`src/rtl/bmp24_stream_to_rgb565_core_defines.svh`:
```
// Assertion macros shared by the queue, front end and back end RTL files of the BMP to RGB565 core.
`ifndef BMP24_STREAM_TO_RGB565_CORE_DEFINES_SVH
`define BMP24_STREAM_TO_RGB565_CORE_DEFINES_SVH

`ifndef ASSERT_OFF

// Same-cycle implication, sampled on the rising clock edge outside reset.
`define ASSERT_IMP(label, clk, rst_n, ante, cons) \
	label: assert property (@(posedge clk) disable iff (!rst_n) (ante) |-> (cons)) \
		else $error("assertion failed: same-cycle implication");

// Next-cycle implication, sampled on the rising clock edge outside reset.
`define ASSERT_NXT(label, clk, rst_n, ante, cons) \
	label: assert property (@(posedge clk) disable iff (!rst_n) (ante) |=> (cons)) \
		else $error("assertion failed: next-cycle implication");

`else

`define ASSERT_IMP(label, clk, rst_n, ante, cons)
`define ASSERT_NXT(label, clk, rst_n, ante, cons)

`endif

`endif

```
`src/rtl/bmp24_pkg.sv`:
```
package bmp24_pkg;

	// Parser phase.
	typedef enum logic [1:0] {
		PH_HEADER,
		PH_SKIP,
		PH_PIXELS,
		PH_IDLE
	} phase_t;

	// Result status codes.
	localparam logic [1:0] ST_PIXEL     = 2'd0;
	localparam logic [1:0] ST_BAD_SIG   = 2'd1;
	localparam logic [1:0] ST_BAD_DEPTH = 2'd2;
	localparam logic [1:0] ST_BAD_RANGE = 2'd3;

	// Header byte positions.
	localparam int          POS_W    = 5;
	localparam logic [4:0]  POS_SIG0 = 5'd0;
	localparam logic [4:0]  POS_SIG1 = 5'd1;
	localparam logic [4:0]  POS_OFS  = 5'd10;
	localparam logic [4:0]  POS_OFS3 = 5'd13;
	localparam logic [4:0]  POS_WID  = 5'd18;
	localparam logic [4:0]  POS_HGT  = 5'd22;
	localparam logic [4:0]  POS_BPP0 = 5'd28;
	localparam logic [4:0]  POS_BPP1 = 5'd29;

	localparam logic [7:0]  SIG_B      = 8'h42;
	localparam logic [7:0]  SIG_M      = 8'h4D;
	localparam logic [15:0] BPP_24     = 16'd24;
	localparam int          MIN_OFFSET = 30;
	localparam int          ROW_ALIGN  = 4;

	localparam int QUEUE_DEPTH = 4;

	// One result on its way from the parser to the output stage.
	typedef struct packed {
		logic [1:0] status;
		logic       last;
		logic [7:0] red;
		logic [7:0] green;
		logic [7:0] blue;
	} rec_t;

endpackage

```
`src/rtl/bmp24_queue.sv`:
```
`include "bmp24_stream_to_rgb565_core_defines.svh"

module bmp24_queue #(
	parameter int WIDTH = 27,
	parameter int DEPTH = 4
) (
	input  logic             clk,
	input  logic             arst_n,
	input  logic             push,
	input  logic [WIDTH-1:0] din,
	input  logic             pop,
	output logic [WIDTH-1:0] dout,
	output logic             full,
	output logic             empty
);

	localparam int AW = (DEPTH > 1) ? $clog2(DEPTH) : 1;
	localparam int CW = $clog2(DEPTH + 1);

	logic [WIDTH-1:0] mem_q [DEPTH];
	logic [AW-1:0]    wr_ptr_q, rd_ptr_q;
	logic [CW-1:0]    count_q;

	assign full  = (count_q == CW'(DEPTH));
	assign empty = (count_q == '0);
	assign dout  = mem_q[rd_ptr_q];

	always_ff @(posedge clk) begin
		if (push) begin
			mem_q[wr_ptr_q] <= din;
		end
	end

	always_ff @(posedge clk or negedge arst_n) begin
		if (!arst_n) begin
			wr_ptr_q <= '0;
			rd_ptr_q <= '0;
			count_q  <= '0;
		end else begin
			if (push) begin
				wr_ptr_q <= (wr_ptr_q == AW'(DEPTH - 1)) ? '0 : wr_ptr_q + AW'(1);
			end
			if (pop) begin
				rd_ptr_q <= (rd_ptr_q == AW'(DEPTH - 1)) ? '0 : rd_ptr_q + AW'(1);
			end
			if (push && !pop) begin
				count_q <= count_q + CW'(1);
			end else if (pop && !push) begin
				count_q <= count_q - CW'(1);
			end
		end
	end

	`ASSERT_IMP(a_no_overrun, clk, arst_n, push, !full)
	`ASSERT_IMP(a_no_underrun, clk, arst_n, pop, !empty)

endmodule

```
`src/rtl/bmp24_front.sv`:
```
`include "bmp24_stream_to_rgb565_core_defines.svh"

module bmp24_front
	import bmp24_pkg::*;
#(
	parameter int MAX_DIM = 4096
) (
	input  logic       clk,
	input  logic       arst_n,
	input  logic       in_valid,
	output logic       in_ready,
	input  logic [7:0] data_byte,
	input  logic       file_start,
	input  logic       q_full,
	output logic       push,
	output rec_t       rec
);

	localparam int DIM_W = $clog2(MAX_DIM + 1);
	localparam int ROW_W = $clog2(3 * MAX_DIM + 4);

	localparam logic [1:0] LANE_BLUE  = 2'd0;
	localparam logic [1:0] LANE_GREEN = 2'd1;
	localparam logic [1:0] LANE_RED   = 2'd2;

	phase_t            phase_q, phase_d, eff_phase;
	logic [POS_W-1:0]  pos_q, eff_pos;
	logic [31:0]       ofs_q, wid_q, hgt_q;
	logic [7:0]        bpp_lo_q, blue_q, green_q;
	logic [ROW_W-1:0]  dlm1_q, rlm1_q, rbc_q, dlen, rlen;
	logic [DIM_W-1:0]  hm1_q, row_q;
	logic [1:0]        lane_q, cap_lane;
	logic              accept, in_data, fin, size_bad, err;
	logic [1:0]        err_code;

	assign in_ready = !q_full;
	assign accept   = in_valid && in_ready;

	// A file start restarts the parse with the very byte that carries it.
	assign eff_phase = file_start ? PH_HEADER : phase_q;
	assign eff_pos   = file_start ? '0 : pos_q;
	assign cap_lane  = 2'(eff_pos - POS_OFS);

	assign size_bad = (wid_q == '0) || (hgt_q == '0) ||
		(wid_q > 32'(MAX_DIM)) || (hgt_q > 32'(MAX_DIM));

	assign dlen = ROW_W'(wid_q[DIM_W-1:0]) + ROW_W'({wid_q[DIM_W-1:0], 1'b0});
	assign rlen = (dlen + ROW_W'(ROW_ALIGN - 1)) & ~ROW_W'(ROW_ALIGN - 1);

	assign in_data = (rbc_q <= dlm1_q);
	assign fin     = in_data && (lane_q == LANE_RED) && (row_q == hm1_q) &&
		(rbc_q == dlm1_q);

	always_ff @(posedge clk or negedge arst_n) begin
		if (!arst_n) begin
			phase_q <= PH_HEADER;
		end else begin
			phase_q <= phase_d;
		end
	end

	always_comb begin
		phase_d  = phase_q;
		push     = 1'b0;
		err      = 1'b0;
		err_code = ST_PIXEL;
		rec      = '{status: ST_PIXEL, last: 1'b0, red: 8'd0, green: 8'd0, blue: 8'd0};
		if (accept) begin
			phase_d = eff_phase;
			case (eff_phase)
				PH_HEADER: begin
					if (eff_pos == POS_SIG0 && data_byte != SIG_B) begin
						err      = 1'b1;
						err_code = ST_BAD_SIG;
					end else if (eff_pos == POS_SIG1 && data_byte != SIG_M) begin
						err      = 1'b1;
						err_code = ST_BAD_SIG;
					end else if (eff_pos == POS_OFS3 &&
							{data_byte, ofs_q[23:0]} < 32'(MIN_OFFSET)) begin
						err      = 1'b1;
						err_code = ST_BAD_RANGE;
					end else if (eff_pos == POS_BPP1) begin
						if ({data_byte, bpp_lo_q} != BPP_24) begin
							err      = 1'b1;
							err_code = ST_BAD_DEPTH;
						end else if (size_bad) begin
							err      = 1'b1;
							err_code = ST_BAD_RANGE;
						end else begin
							phase_d = (ofs_q == 32'(MIN_OFFSET)) ? PH_PIXELS : PH_SKIP;
						end
					end
				end
				PH_SKIP: begin
					if (ofs_q == 32'd1) begin
						phase_d = PH_PIXELS;
					end
				end
				PH_PIXELS: begin
					if (in_data && lane_q == LANE_RED) begin
						push      = 1'b1;
						rec.red   = data_byte;
						rec.green = green_q;
						rec.blue  = blue_q;
						rec.last  = fin;
						if (fin) begin
							phase_d = PH_IDLE;
						end
					end
				end
				default: begin
				end
			endcase
			if (err) begin
				push       = 1'b1;
				rec.status = err_code;
				rec.last   = 1'b1;
				phase_d    = PH_IDLE;
			end
		end
	end

	// Position and row counters.
	always_ff @(posedge clk or negedge arst_n) begin
		if (!arst_n) begin
			pos_q  <= '0;
			rbc_q  <= '0;
			row_q  <= '0;
			lane_q <= LANE_BLUE;
		end else if (accept) begin
			if (eff_phase == PH_HEADER) begin
				pos_q <= eff_pos + POS_W'(1);
				if (eff_pos == POS_BPP1) begin
					rbc_q  <= '0;
					row_q  <= '0;
					lane_q <= LANE_BLUE;
				end
			end else if (eff_phase == PH_PIXELS && !fin) begin
				if (rbc_q == rlm1_q) begin
					rbc_q  <= '0;
					row_q  <= row_q + DIM_W'(1);
					lane_q <= LANE_BLUE;
				end else begin
					rbc_q <= rbc_q + ROW_W'(1);
					if (in_data) begin
						lane_q <= (lane_q == LANE_RED) ? LANE_BLUE : lane_q + 2'd1;
					end
				end
			end
		end
	end

	// Header fields, derived row geometry and the held colour bytes.
	always_ff @(posedge clk) begin
		if (accept) begin
			case (eff_phase)
				PH_HEADER: begin
					if (eff_pos >= POS_OFS && eff_pos <= POS_OFS3) begin
						ofs_q[{cap_lane, 3'b000} +: 8] <= data_byte;
					end
					if (eff_pos >= POS_WID && eff_pos < POS_HGT) begin
						wid_q[{2'(eff_pos - POS_WID), 3'b000} +: 8] <= data_byte;
					end
					if (eff_pos >= POS_HGT && eff_pos < POS_HGT + POS_W'(4)) begin
						hgt_q[{2'(eff_pos - POS_HGT), 3'b000} +: 8] <= data_byte;
					end
					if (eff_pos == POS_BPP0) begin
						bpp_lo_q <= data_byte;
					end
					if (eff_pos == POS_BPP1) begin
						ofs_q  <= ofs_q - 32'(MIN_OFFSET);
						dlm1_q <= dlen - ROW_W'(1);
						rlm1_q <= rlen - ROW_W'(1);
						hm1_q  <= hgt_q[DIM_W-1:0] - DIM_W'(1);
					end
				end
				PH_SKIP: begin
					ofs_q <= ofs_q - 32'd1;
				end
				PH_PIXELS: begin
					if (in_data && lane_q == LANE_BLUE) begin
						blue_q <= data_byte;
					end
					if (in_data && lane_q == LANE_GREEN) begin
						green_q <= data_byte;
					end
				end
				default: begin
				end
			endcase
		end
	end

	`ASSERT_NXT(a_err_to_idle, clk, arst_n, push && rec.status != ST_PIXEL, phase_q == PH_IDLE)
	`ASSERT_IMP(a_idle_quiet, clk, arst_n, accept && phase_q == PH_IDLE && !file_start, !push)

endmodule

```
`src/rtl/bmp24_back.sv`:
```
`include "bmp24_stream_to_rgb565_core_defines.svh"

module bmp24_back
	import bmp24_pkg::*;
(
	input  logic        clk,
	input  logic        arst_n,
	input  logic        q_empty,
	input  rec_t        q_rec,
	output logic        q_pop,
	output logic        m_tvalid,
	input  logic        m_tready,
	output logic [15:0] m_tdata,
	output logic [1:0]  m_tuser,
	output logic        m_tlast
);

	logic        valid_q, last_q;
	logic [15:0] pixel_q;
	logic [1:0]  status_q;

	// Refill the output register when it is empty or being drained.
	assign q_pop = !q_empty && (!valid_q || m_tready);

	always_ff @(posedge clk or negedge arst_n) begin
		if (!arst_n) begin
			valid_q <= 1'b0;
		end else if (!valid_q || m_tready) begin
			valid_q <= !q_empty;
		end
	end

	// Error records carry zero colour bytes, so they pack to a zero pixel.
	always_ff @(posedge clk) begin
		if (q_pop) begin
			pixel_q  <= {q_rec.red[7:3], q_rec.green[7:2], q_rec.blue[7:3]};
			status_q <= q_rec.status;
			last_q   <= q_rec.last;
		end
	end

	assign m_tvalid = valid_q;
	assign m_tdata  = pixel_q;
	assign m_tuser  = status_q;
	assign m_tlast  = last_q;

	`ASSERT_IMP(a_err_zero, clk, arst_n, m_tvalid && m_tuser != ST_PIXEL, m_tdata == 16'd0 && m_tlast)

endmodule

```
`src/rtl/bmp24_stream_to_rgb565_core.sv`:
```
// A result reaches the master side by way of the result queue and then the output register.
// Throughput: one byte per cycle sustained; a pixel result follows every third data byte.
// The parser only stalls when the four-entry-plus-output result queue is full.
// Reset (arst_n low, asynchronous): parser back to the header phase, queue emptied,
// no result valid; a new file may start on the first byte after reset.
module bmp24_stream_to_rgb565_core
	import bmp24_pkg::*;
#(
	parameter int MAX_DIM = 4096
) (
	input  logic        clk,
	input  logic        arst_n,
	input  logic        s_tvalid,
	output logic        s_tready,
	input  logic [7:0]  s_tdata,   // data_byte [7:0]
	input  logic        s_tuser,   // file_start [0]
	output logic        m_tvalid,
	input  logic        m_tready,
	output logic [15:0] m_tdata,   // pixel [15:0]: red 15..11, green 10..5, blue 4..0
	output logic [1:0]  m_tuser,   // status [1:0]
	output logic        m_tlast
);

	// The front end parses the byte stream: it walks the header, checks the
	// signature, depth and geometry, skips to the pixel data and gathers each
	// blue, green, red triple. Every byte that completes a pixel, and every
	// error, becomes one record. A byte is taken on every transfer unless the
	// queue is full.
	//
	// The queue decouples the parser from the output. The back end packs each
	// record into RGB565 in its output register, which holds a result while
	// the downstream side stalls, without stopping the parser until the queue is full.

	localparam int REC_W = $bits(rec_t);

	rec_t             front_rec, q_rec;
	logic             push, pop, q_full, q_empty;
	logic [REC_W-1:0] q_dout;

	bmp24_front #(
		.MAX_DIM(MAX_DIM)
	) u_front (
		.clk       (clk),
		.arst_n    (arst_n),
		.in_valid  (s_tvalid),
		.in_ready  (s_tready),
		.data_byte (s_tdata),
		.file_start(s_tuser),
		.q_full    (q_full),
		.push      (push),
		.rec       (front_rec)
	);

	bmp24_queue #(
		.WIDTH(REC_W),
		.DEPTH(QUEUE_DEPTH)
	) u_queue (
		.clk   (clk),
		.arst_n(arst_n),
		.push  (push),
		.din   (front_rec),
		.pop   (pop),
		.dout  (q_dout),
		.full  (q_full),
		.empty (q_empty)
	);

	assign q_rec = rec_t'(q_dout);

	bmp24_back u_back (
		.clk     (clk),
		.arst_n  (arst_n),
		.q_empty (q_empty),
		.q_rec   (q_rec),
		.q_pop   (pop),
		.m_tvalid(m_tvalid),
		.m_tready(m_tready),
		.m_tdata (m_tdata),
		.m_tuser (m_tuser),
		.m_tlast (m_tlast)
	);

endmodule
```
`config.mk`:
```
export PLATFORM = sky130hd
export DESIGN_NAME = bmp24_stream_to_rgb565_core
export DESIGN_NICKNAME = d
export VERILOG_FILES = /design/src/rtl/bmp24_pkg.sv /design/src/rtl/bmp24_queue.sv /design/src/rtl/bmp24_front.sv /design/src/rtl/bmp24_back.sv /design/src/rtl/bmp24_stream_to_rgb565_core.sv
export VERILOG_INCLUDE_DIRS = /design/src /design/src/rtl
export SDC_FILE = /design/constraint.sdc
export NUM_CORES = 1
export LEC_CHECK = 0
export BUFFER_PORTS_ARGS = -buffer_cell sky130_fd_sc_hd__buf_2
export CAP_MARGIN = 15
export CELL_PAD_IN_SITES_DETAIL_PLACEMENT = 0
export CELL_PAD_IN_SITES_GLOBAL_PLACEMENT = 1
export CORE_UTILIZATION = 45
export CTS_BUF_LIST = sky130_fd_sc_hd__clkbuf_4 sky130_fd_sc_hd__clkbuf_8
export DETAILED_ROUTE_END_ITERATION = 6
export GPL_TIMING_DRIVEN = 0
export HOLD_SLACK_MARGIN = 0.12
export PLACE_DENSITY_LB_ADDON = 0.1
export SYNTH_ARGS = -nofsm -noshare
export SYNTH_HDL_FRONTEND = slang
export SYNTH_SLANG_ARGS = --single-unit
```
`constraint.sdc`:
```
create_clock -name clk -period 8.81 [get_ports clk]
set_input_delay 0.4405 -clock clk [delete_from_list [all_inputs] [get_ports clk]]
set_output_delay 0.4405 -clock clk [all_outputs]
set_load 0.01 [all_outputs]
```
Yosys cells after proc, flatten, opt, wreduce, memory -nomap -nowiden
Memories as Yosys holds them, arrays and structs flattened. A register that Yosys moved wholly into a read port is not among the register bits.
Cells that the tools add are included.

word-level totals
  word-level logic and storage cells = 188
  bits in writable memories = 108
  input port bits = 13
  memories = 1
  flip-flop bits (word level) = 205
  output and inout bits = 21

operators by class
  reductions and logical operators = 48
  mux-type cells = 63
  magnitude comparators = 10
  shifts and indexed selects = 6
  equal/unequal tests = 21
  add/sub/neg operators = 21

memories
  name           depth  bits a word  read ports  clocked after memory_dff  write ports  RTL line           source
  u_queue.mem_q  4      27           1           1                         1            bmp24_queue.sv:20  logic [WIDTH-1:0] mem_q [DEPTH];

operators with widths
  cell                    number
  $bwmux 32               3
  $shift 8x7->32 const A  3
  $shiftx 8x7->32         3
  $gt 32x13->1 const B    2
  $logic_not 32->1        2
  $mux 32                 2
  $pmux 32 s2             1
  $mux 14                 4
  $mux 2                  27
  $mux 13                 4
  $mux 25                 2
  $eq 32x1->1 const B     1
  $eq 32x5->1 const B     1
  $lt 32x5->1 const B     1
  $sub 32x1->32 const B   1
  $sub 32x5->32 const B   1
  $eq 14x14->1            2
  $sub 14x1->14 const B   2
  $mux 27                 1
  $reduce_and 3->1        8
  $neg 5->7               3
  $logic_and 1x1->1       16
  $ne 16x5->1 const B     1
  $ne 8x7->1 const B      2
  other kinds (37)        76

Depth between registers and ports, before layout
Gate-level depths: netlist of run 1.

  word-level depth = 18
  gate-level depth with buffers = 18
  gate-level depth less buffers = 16

Cells and area by module
From an unflattened synthesis of run 1, not the netlist that was laid out.

second synthesis, totals
  cell total of the unflattened synthesis = 1357
  area, all modules = 16737.3 um2

by module, submodules not included
  module       area an instance (um2)  cells an instance  sequential area each (um2)  instances
  bmp24_front  11795.1                 1155               5645.4                      1
  bmp24_queue  4321.6                  178                3418.3                      1
  bmp24_back   620.6                   24                 595.6                       1

Least setup slack after synthesis of run 1
No wires, ideal clock.

  kind = flip-flop to flip-flop
  start point = register u_front.wid_q[1]
  end point = register u_front.rlm1_q[13] (data pin)
  setup slack = 4.850 ns
  cell stages (with the launch flop) = 11
  required time = 8.545 ns
  period minus slack after synthesis = 3.960 ns
  buffers on the path = 0
  arrival time = 3.695 ns
  library setup time = 0.265 ns
  cell sequence = edfxtp_1 -> ha_1 -> fa_1 -> xor2_1 -> nand3b_1 -> or4b_4 -> nor4b_4 -> xnor2_1 -> nand4_1 -> o311a_1 -> or3_1

between the ends
  word-level cells in the longest chain between the ends = 3

RTL lines
  what                               RTL line            source
  from (decl)                        bmp24_front.sv:28   logic [31:0] ofs_q, wid_q, hgt_q;
  from (signal, indexed assignment)  bmp24_front.sv:162  wid_q[{2'(eff_pos - POS_WID), 3'b000} +: 8] <= data_byte;
  $add 13x14->14                     bmp24_front.sv:47   assign dlen = ROW_W'(wid_q[DIM_W-1:0]) + ROW_W'({wid_q[DIM_W-1:0], 1'b0});
  $add 14x2->14                      bmp24_front.sv:48   assign rlen = (dlen + ROW_W'(ROW_ALIGN - 1)) & ~ROW_W'(ROW_ALIGN - 1);
  $sub 14x1->14                      bmp24_front.sv:173  rlm1_q <= rlen - ROW_W'(1);
  to (signal assigned)               bmp24_front.sv:173
  to (decl)                          bmp24_front.sv:30   logic [ROW_W-1:0] dlm1_q, rlm1_q, rbc_q, dlen, rlen;

No other way between the ends.
A chain may end at the register's enable or synchronous reset.

Worst setup path in the final report of run 1
Same ends and word-level chain as after synthesis.

==> flow_summary.toml, run 1 <==
[yosys]
syn-mean-instance-area_um2 = 12.0
synth-edff-count = 248
syn-num-nets = 1328
ys_seq_area_share_pct = 56.7
async_flop_share_pct = 15.1
ys_top_cells_by_count = "248 x edfxtp_1, 103 x nand2_1, 103 x nor2_1"
yosys_most_used_dff = "edfxtp_1"
yosysTopAreaCell = "edfxtp_1"
yosysTopAreaCellShare_pct = 49.4
netlist_instances = 1258
ys_seq_elements = 292
synthesis.area_um2 = 15100
synth.most_common_cell = "edfxtp_1"
ys_warn_count = 0
synth_area_leaders = "edfxtp_1 49%, dfrtp_1 7.3%, ha_1 4.6%"
synth_cell_types = 77

[floorplanning]
num_rows = 66
die_h_um = 185
io-pin-count = 34
start_util_pct = 46.0
core_um2 = 32800
die_w_um = 185
dieArea_um2 = 34200

[critical_path]
end_kind = "flip-flop"
worstPathRequired_ps = 9140
cp.arrival_ps = 4740
cp_max_fo = 7
path_class = "reg -> reg"
startpoint_type = "flip-flop"

[clock_tree]
cts_buffers = 49
clk_pin_slew_ps = 60
insertion_delay_ps = 600
cts.path.max_buffers = 3
cts_sinks = 292
cts_tree = "yes"
clockRootBuffer = "clkbuf_8"
cts_resized = 0
cts_max_level = 2

[sta]
finClkSkew_ps = 30.2
slew_headroom_pct = 27.1
rsz0062_at_grt = "no"
final.setup.tns_ps = 0
setup_viol = 0
post-route-period-util_pct = 50.0
fmax_mhz = 227
final_max_slew_viol_count = 0
period_minus_slack_ps = 4400
hold_viol_final = 0
worstMarginPinSlew_ps = 1090

[drt]
wl_per_cell_um = 18.9
num_vias = 9957
dr_wl_met2_um = 16000
route.met3.wl_um = 1260
drc = 0
top_layer = "met4"
final_antenna_net_count = 0
drt_iter0_markers = 621
via_per_inst = 5.46
m1WireLength_um = 16400
wl_um = 34500
firstDrtPassIters = 6

[outcome]
status = "finished, final reports clean"

[grt]
overflow = 0
grtUsageTotal_pct = 20.8
grt_first_pass_wirelength_um = 54500
antenna_found_initial = 1
grt_max_degree = 45
grt_pass1_vias = 9680

[power]
leakagePower_nw = 6.23
power_density_nw_per_um2 = 217
power_mw = 3.65
peakVddDrop_v = 0.000105

[final_layout]
fin_nets = 1419
syn2layout_area_growth_pct = 11.5
nFillCells = 2925
drive_gt1_share_pct = 11.4

[placement]
gp_congestion = 0.922
io_buffers = 33
dp_hpwl_um = 24400

[worst_hold_path]
hold_path.class = "in -> reg"

[flow_run]
maxCapViolCount = 0
==> logic make-up (layout without fill, tap and decap cells) <==
logic type                 Yosys count  after routing  share of synthesized area [%]
DFF                                292            292                           56.7
AOI/OAI and AO/OA                  178            178                           8.22
and+or+nand+nor                    482            482                           16.8
adders and majority gates           57             57                           4.83
xor gates and xnor gates           129            129                           7.60
muxes                               29             29                           3.55
buffers and inverters               91            214                           2.29
other                                0              1                              0
==> layer usage <==
| layer | up-vias | GRT usage, % |
|---|---|---|
| met2 | 201 | 33.1 |
| met5 | - | 0 |
| met3 | 61 | 3.50 |
| met1 | 4827 | 28.8 |
| li1 | 4868 | - |
| met4 | 0 | 6.98 |
==> worst paths after layout <==
check | startpoint | end | slack (ps) | depth (start not counted)
max in group asynchronous | arst_n | u_front.pos_q[1]$_DFFE_PN0P_ | 8080 | 3
min in group asynchronous | arst_n | u_front.rbc_q[13]$_DFFE_PN0P_ | 220 | 2
max | u_front.wid_q[1]$_DFFE_PP_ | u_front.rlm1_q[13]$_DFFE_PP_ | 4410 | 10
max reg2reg | u_front.wid_q[1]$_DFFE_PP_ | u_front.rlm1_q[13]$_DFFE_PP_ | 4410 | 10
min | s_tdata[5] | u_front.bpp_lo_q[5]$_DFFE_PP_ | 150 | 1
min reg2reg | u_queue.count_q[2]$_DFFE_PN0P_ | u_queue.count_q[2]$_DFFE_PN0P_ | 500 | 1
==> final cells by class <==
cell class	instances	area (um^2)	share of cell area (%)
Clock buffer	63	792	4.71
Inverter	51	191	1.14
Timing Repair Buffer	40	260	1.55
Antenna cell	1	2.50	0.0149
Clock inverter	20	125	0.744
Tap cell	442	553	3.29
Multi-Input combinational cell	875	6180	36.8
Buffer	40	155	0.923
Sequential cell	292	8550	50.8
==> power by group <==
group	internal [mW]	switching, mW	total [mW]
combinational	0.293	0.421	0.714
sequential	1.69	0.0850	1.77
clock	0.616	0.541	1.16
total	2.60	1.05	3.65
==> through the flow <==
step	setup slack [ps]	instances	instance area (um^2)	util [%]	hold slack [ps]
floorplan	4850	1258	15100	-	145
global placement	4050	1733	15800	48.2	484
detailed placement	4370	1735	15800	48.3	485
CTS	4380	1822	16800	51.2	123
global route	4170	1823	16800	51.3	120
finish	4410	1824	16800	51.3	146
==> timing repair <==
item | in CTS | in global routing
hold buffers | 4 | 0
hold endpoints to repair | 49 | 0
buffers inserted | 0 | 0
==> critical path, cell delays in order, from the launching register on <==
cell and delay, ps:
edfxtp_1 470, ha_1 250, fa_1 400, xor2_1 580, nand3b_1 280, or4b_4 580
nor4b_4 320, xnor2_1 200, nand4_1 260, o311a_1 420, or3_1 380
==> placed cells by master, fill, tap and decap left out, types with 34 or more instances in the layout <==
cell type and count:
nor2_1 103, clkbuf_1 34, xnor2_1 55, and2_1 74
xor2_1 72, edfxtp_1 248, buf_2 35, ha_1 55
clkbuf_8 51, nor3_1 50, a21oi_1 41, inv_1 51
dfrtp_1 44, nand2_1 103
==> registers in the layout (all words and copies together), names as in the netlist, 8 cells and up <==
register,count
u_front.ofs_q,32
u_front.row_q,13
u_front.dlm1_q,14
u_front.hgt_q,32
u_back.m_tdata,16
u_front.rlm1_q,11
u_front.rbc_q,14
u_queue.mem_q,76
u_front.hm1_q,13
u_front.wid_q,32
u_front.bpp_lo_q,8
Power figures use the tool's default switching activity.
==> run 2, diff against run 1 <==
==> constraint.sdc (replaced) <==
create_clock -name clk -period 4.11 [get_ports clk]
set_input_delay 0.2055 -clock clk [delete_from_list [all_inputs] [get_ports clk]]
set_output_delay 0.2055 -clock clk [all_outputs]
set_load 0.01 [all_outputs]
==> flow_summary.toml, run 2 (synthesized netlist as in run 1, its figures left out) <==
[floorplanning]
die_w_um = 185
io-pin-count = 34
die_h_um = 185
num_rows = 66
start_util_pct = 46.0
dieArea_um2 = 34200
core_um2 = 32800

[drt]
drc = 0
num_vias = 10100
wl_um = 34900
final_antenna_net_count = 0
firstDrtPassIters = 5
wl_per_cell_um = 19.0
drt_iter0_markers = 569
via_per_inst = 5.47

[worst_hold_path]
hold_path.class = "in -> reg"

[placement]
place_area_um2 = 15800
io_buffers = 33
dp_hpwl_um = 24400
place_ws_ps = -330
gp_congestion = 0.922

[critical_path]
path_class = "reg -> reg"
cp_max_fo = 10
end_kind = "flip-flop"
crit_chain = "ha_1, clkbuf_1, or4b_1, nand3_4, or4b_4, nor4b_4, xnor2_1, nand4_1, o311a_1, or3_1"
crit_slowest_cell = "or4b_1"
slowest_delay_ps = 620
cp.arrival_ps = 4340
crit_family = "simple AND/OR/NAND/NOR gates"
regToRegSetupSlack_ps = 100
startpoint_type = "flip-flop"
crit_buf_inv = 1
worstPathRequired_ps = 4440

[sta]
worstMarginPinSlew_ps = 1020
period_minus_slack_ps = 4010
hold_viol_final = 0
final.setup.tns_ps = 0
slew_headroom_pct = 32.0
fin_ws_ps = 104
finClkSkew_ps = 30.1
fmax_mhz = 250
post-route-period-util_pct = 97.5
setup_viol = 0
final_max_slew_viol_count = 0

[final_layout]
fin_nets = 1432
syn2layout_area_growth_pct = 13.1
drive_gt1_share_pct = 12.9
largest_register_ffs = 76
final_cell_mix = "248 x edfxtp_1, 103 x nand2_1, 103 x nor2_1"
layout_commonest_cell = "edfxtp_1"
fin_area_um2 = 17000
max_flop_register = "u_queue.mem_q"
fin_util_pct = 52.0
nFillCells = 2916

[grt]
grt_max_degree = 45
overflow = 0
grtUsageTotal_pct = 20.8
antenna_found_initial = 1
grt_pass1_vias = 9739
grt_first_pass_wirelength_um = 54800

[clock_tree]
cts_sinks = 292
cts_buffers = 49
insertion_delay_ps = 600
clockRootBuffer = "clkbuf_8"
cts_tree = "yes"
cts.path.max_buffers = 3
clk_pin_slew_ps = 60
cts_max_level = 2

[power]
power_density_nw_per_um2 = 459
peakVddDrop_v = 0.000226
leakagePower_nw = 6.32
power_mw = 7.83

[flow_run]
maxCapViolCount = 0

[outcome]
status = "finished, final reports clean"
-- run 2: report_power, final --
part	internal (mW)	switching [mW]	leakage, nW	total [mW]
Clock	1.32	1.16	0.494	2.48
Sequential	3.62	0.181	2.86	3.80
Combinational	0.635	0.905	2.96	1.54
Total	5.58	2.25	6.32	7.83
-- run 2: worst reg2reg max path: stages (launching register included) --
cell	delay, ps
edfxtp_1	420
ha_1	320
clkbuf_1	200
or4b_1	620
nand3_4	180
or4b_4	530
nor4b_4	340
xnor2_1	200
nand4_1	190
o311a_1	390
or3_1	380
-- run 2: final cells by class --
cell class,instances,area (um^2),share of cell area (%)
Clock inverter,20,125,0.734
Multi-Input combinational cell,875,6290,36.9
Tap cell,442,553,3.24
Inverter,51,191,1.12
Clock buffer,63,792,4.65
Buffer,38,149,0.874
Sequential cell,292,8550,50.2
Timing Repair Buffer,55,395,2.32
Antenna cell,1,2.50,0.0147
-- run 2: stage by stage --
stage / hold WS [ps] / instances
2_1_floorplan: -90.1 / 1258
6_report: 179 / 1837
3_5_place_dp: 408 / 1735
3_3_place_gp: 407 / 1733
4_1_cts: 141 / 1832
5_1_grt: 197 / 1836
-- run 2: metal layers --
layer / GRT usage, % / share of wire [%] / vias to the layer above
met3: 3.50 / 4.5 / 64
met1: 28.8 / 47 / 4852
met4: 7.17 / 2.6 / 0
met5: 0 / 0 / -
met2: 33.2 / 46 / 243
li1: - / - / 4891
-- run 2: final timing paths --
| path | from | to | cells after the start |
|---|---|---|---|
| worst max-delay path | u_front.wid_q[5]$_DFFE_PP_ | u_front.rlm1_q[13]$_DFFE_PP_ | 10 |
| worst min-delay path | s_tuser | u_front.phase_q[1]$_DFFE_PN0P_ | 4 |
| worst max register to register | u_front.wid_q[5]$_DFFE_PP_ | u_front.rlm1_q[13]$_DFFE_PP_ | 10 |
| worst min register to register | u_queue.count_q[2]$_DFFE_PN0P_ | u_queue.count_q[2]$_DFFE_PN0P_ | 1 |
| max in group asynchronous | arst_n | u_front.pos_q[1]$_DFFE_PN0P_ | 4 |
| min in group asynchronous | arst_n | u_front.rbc_q[13]$_DFFE_PN0P_ | 3 |
-- run 2: what timing repair did --
action	4_1_cts	5_1_grt
gates resized for setup	3	18
buffers inserted	3	3
hold buffers	12	1
endpoints found under the setup margin	1	79
pin swaps	1	2
endpoints found under the hold margin	68	7
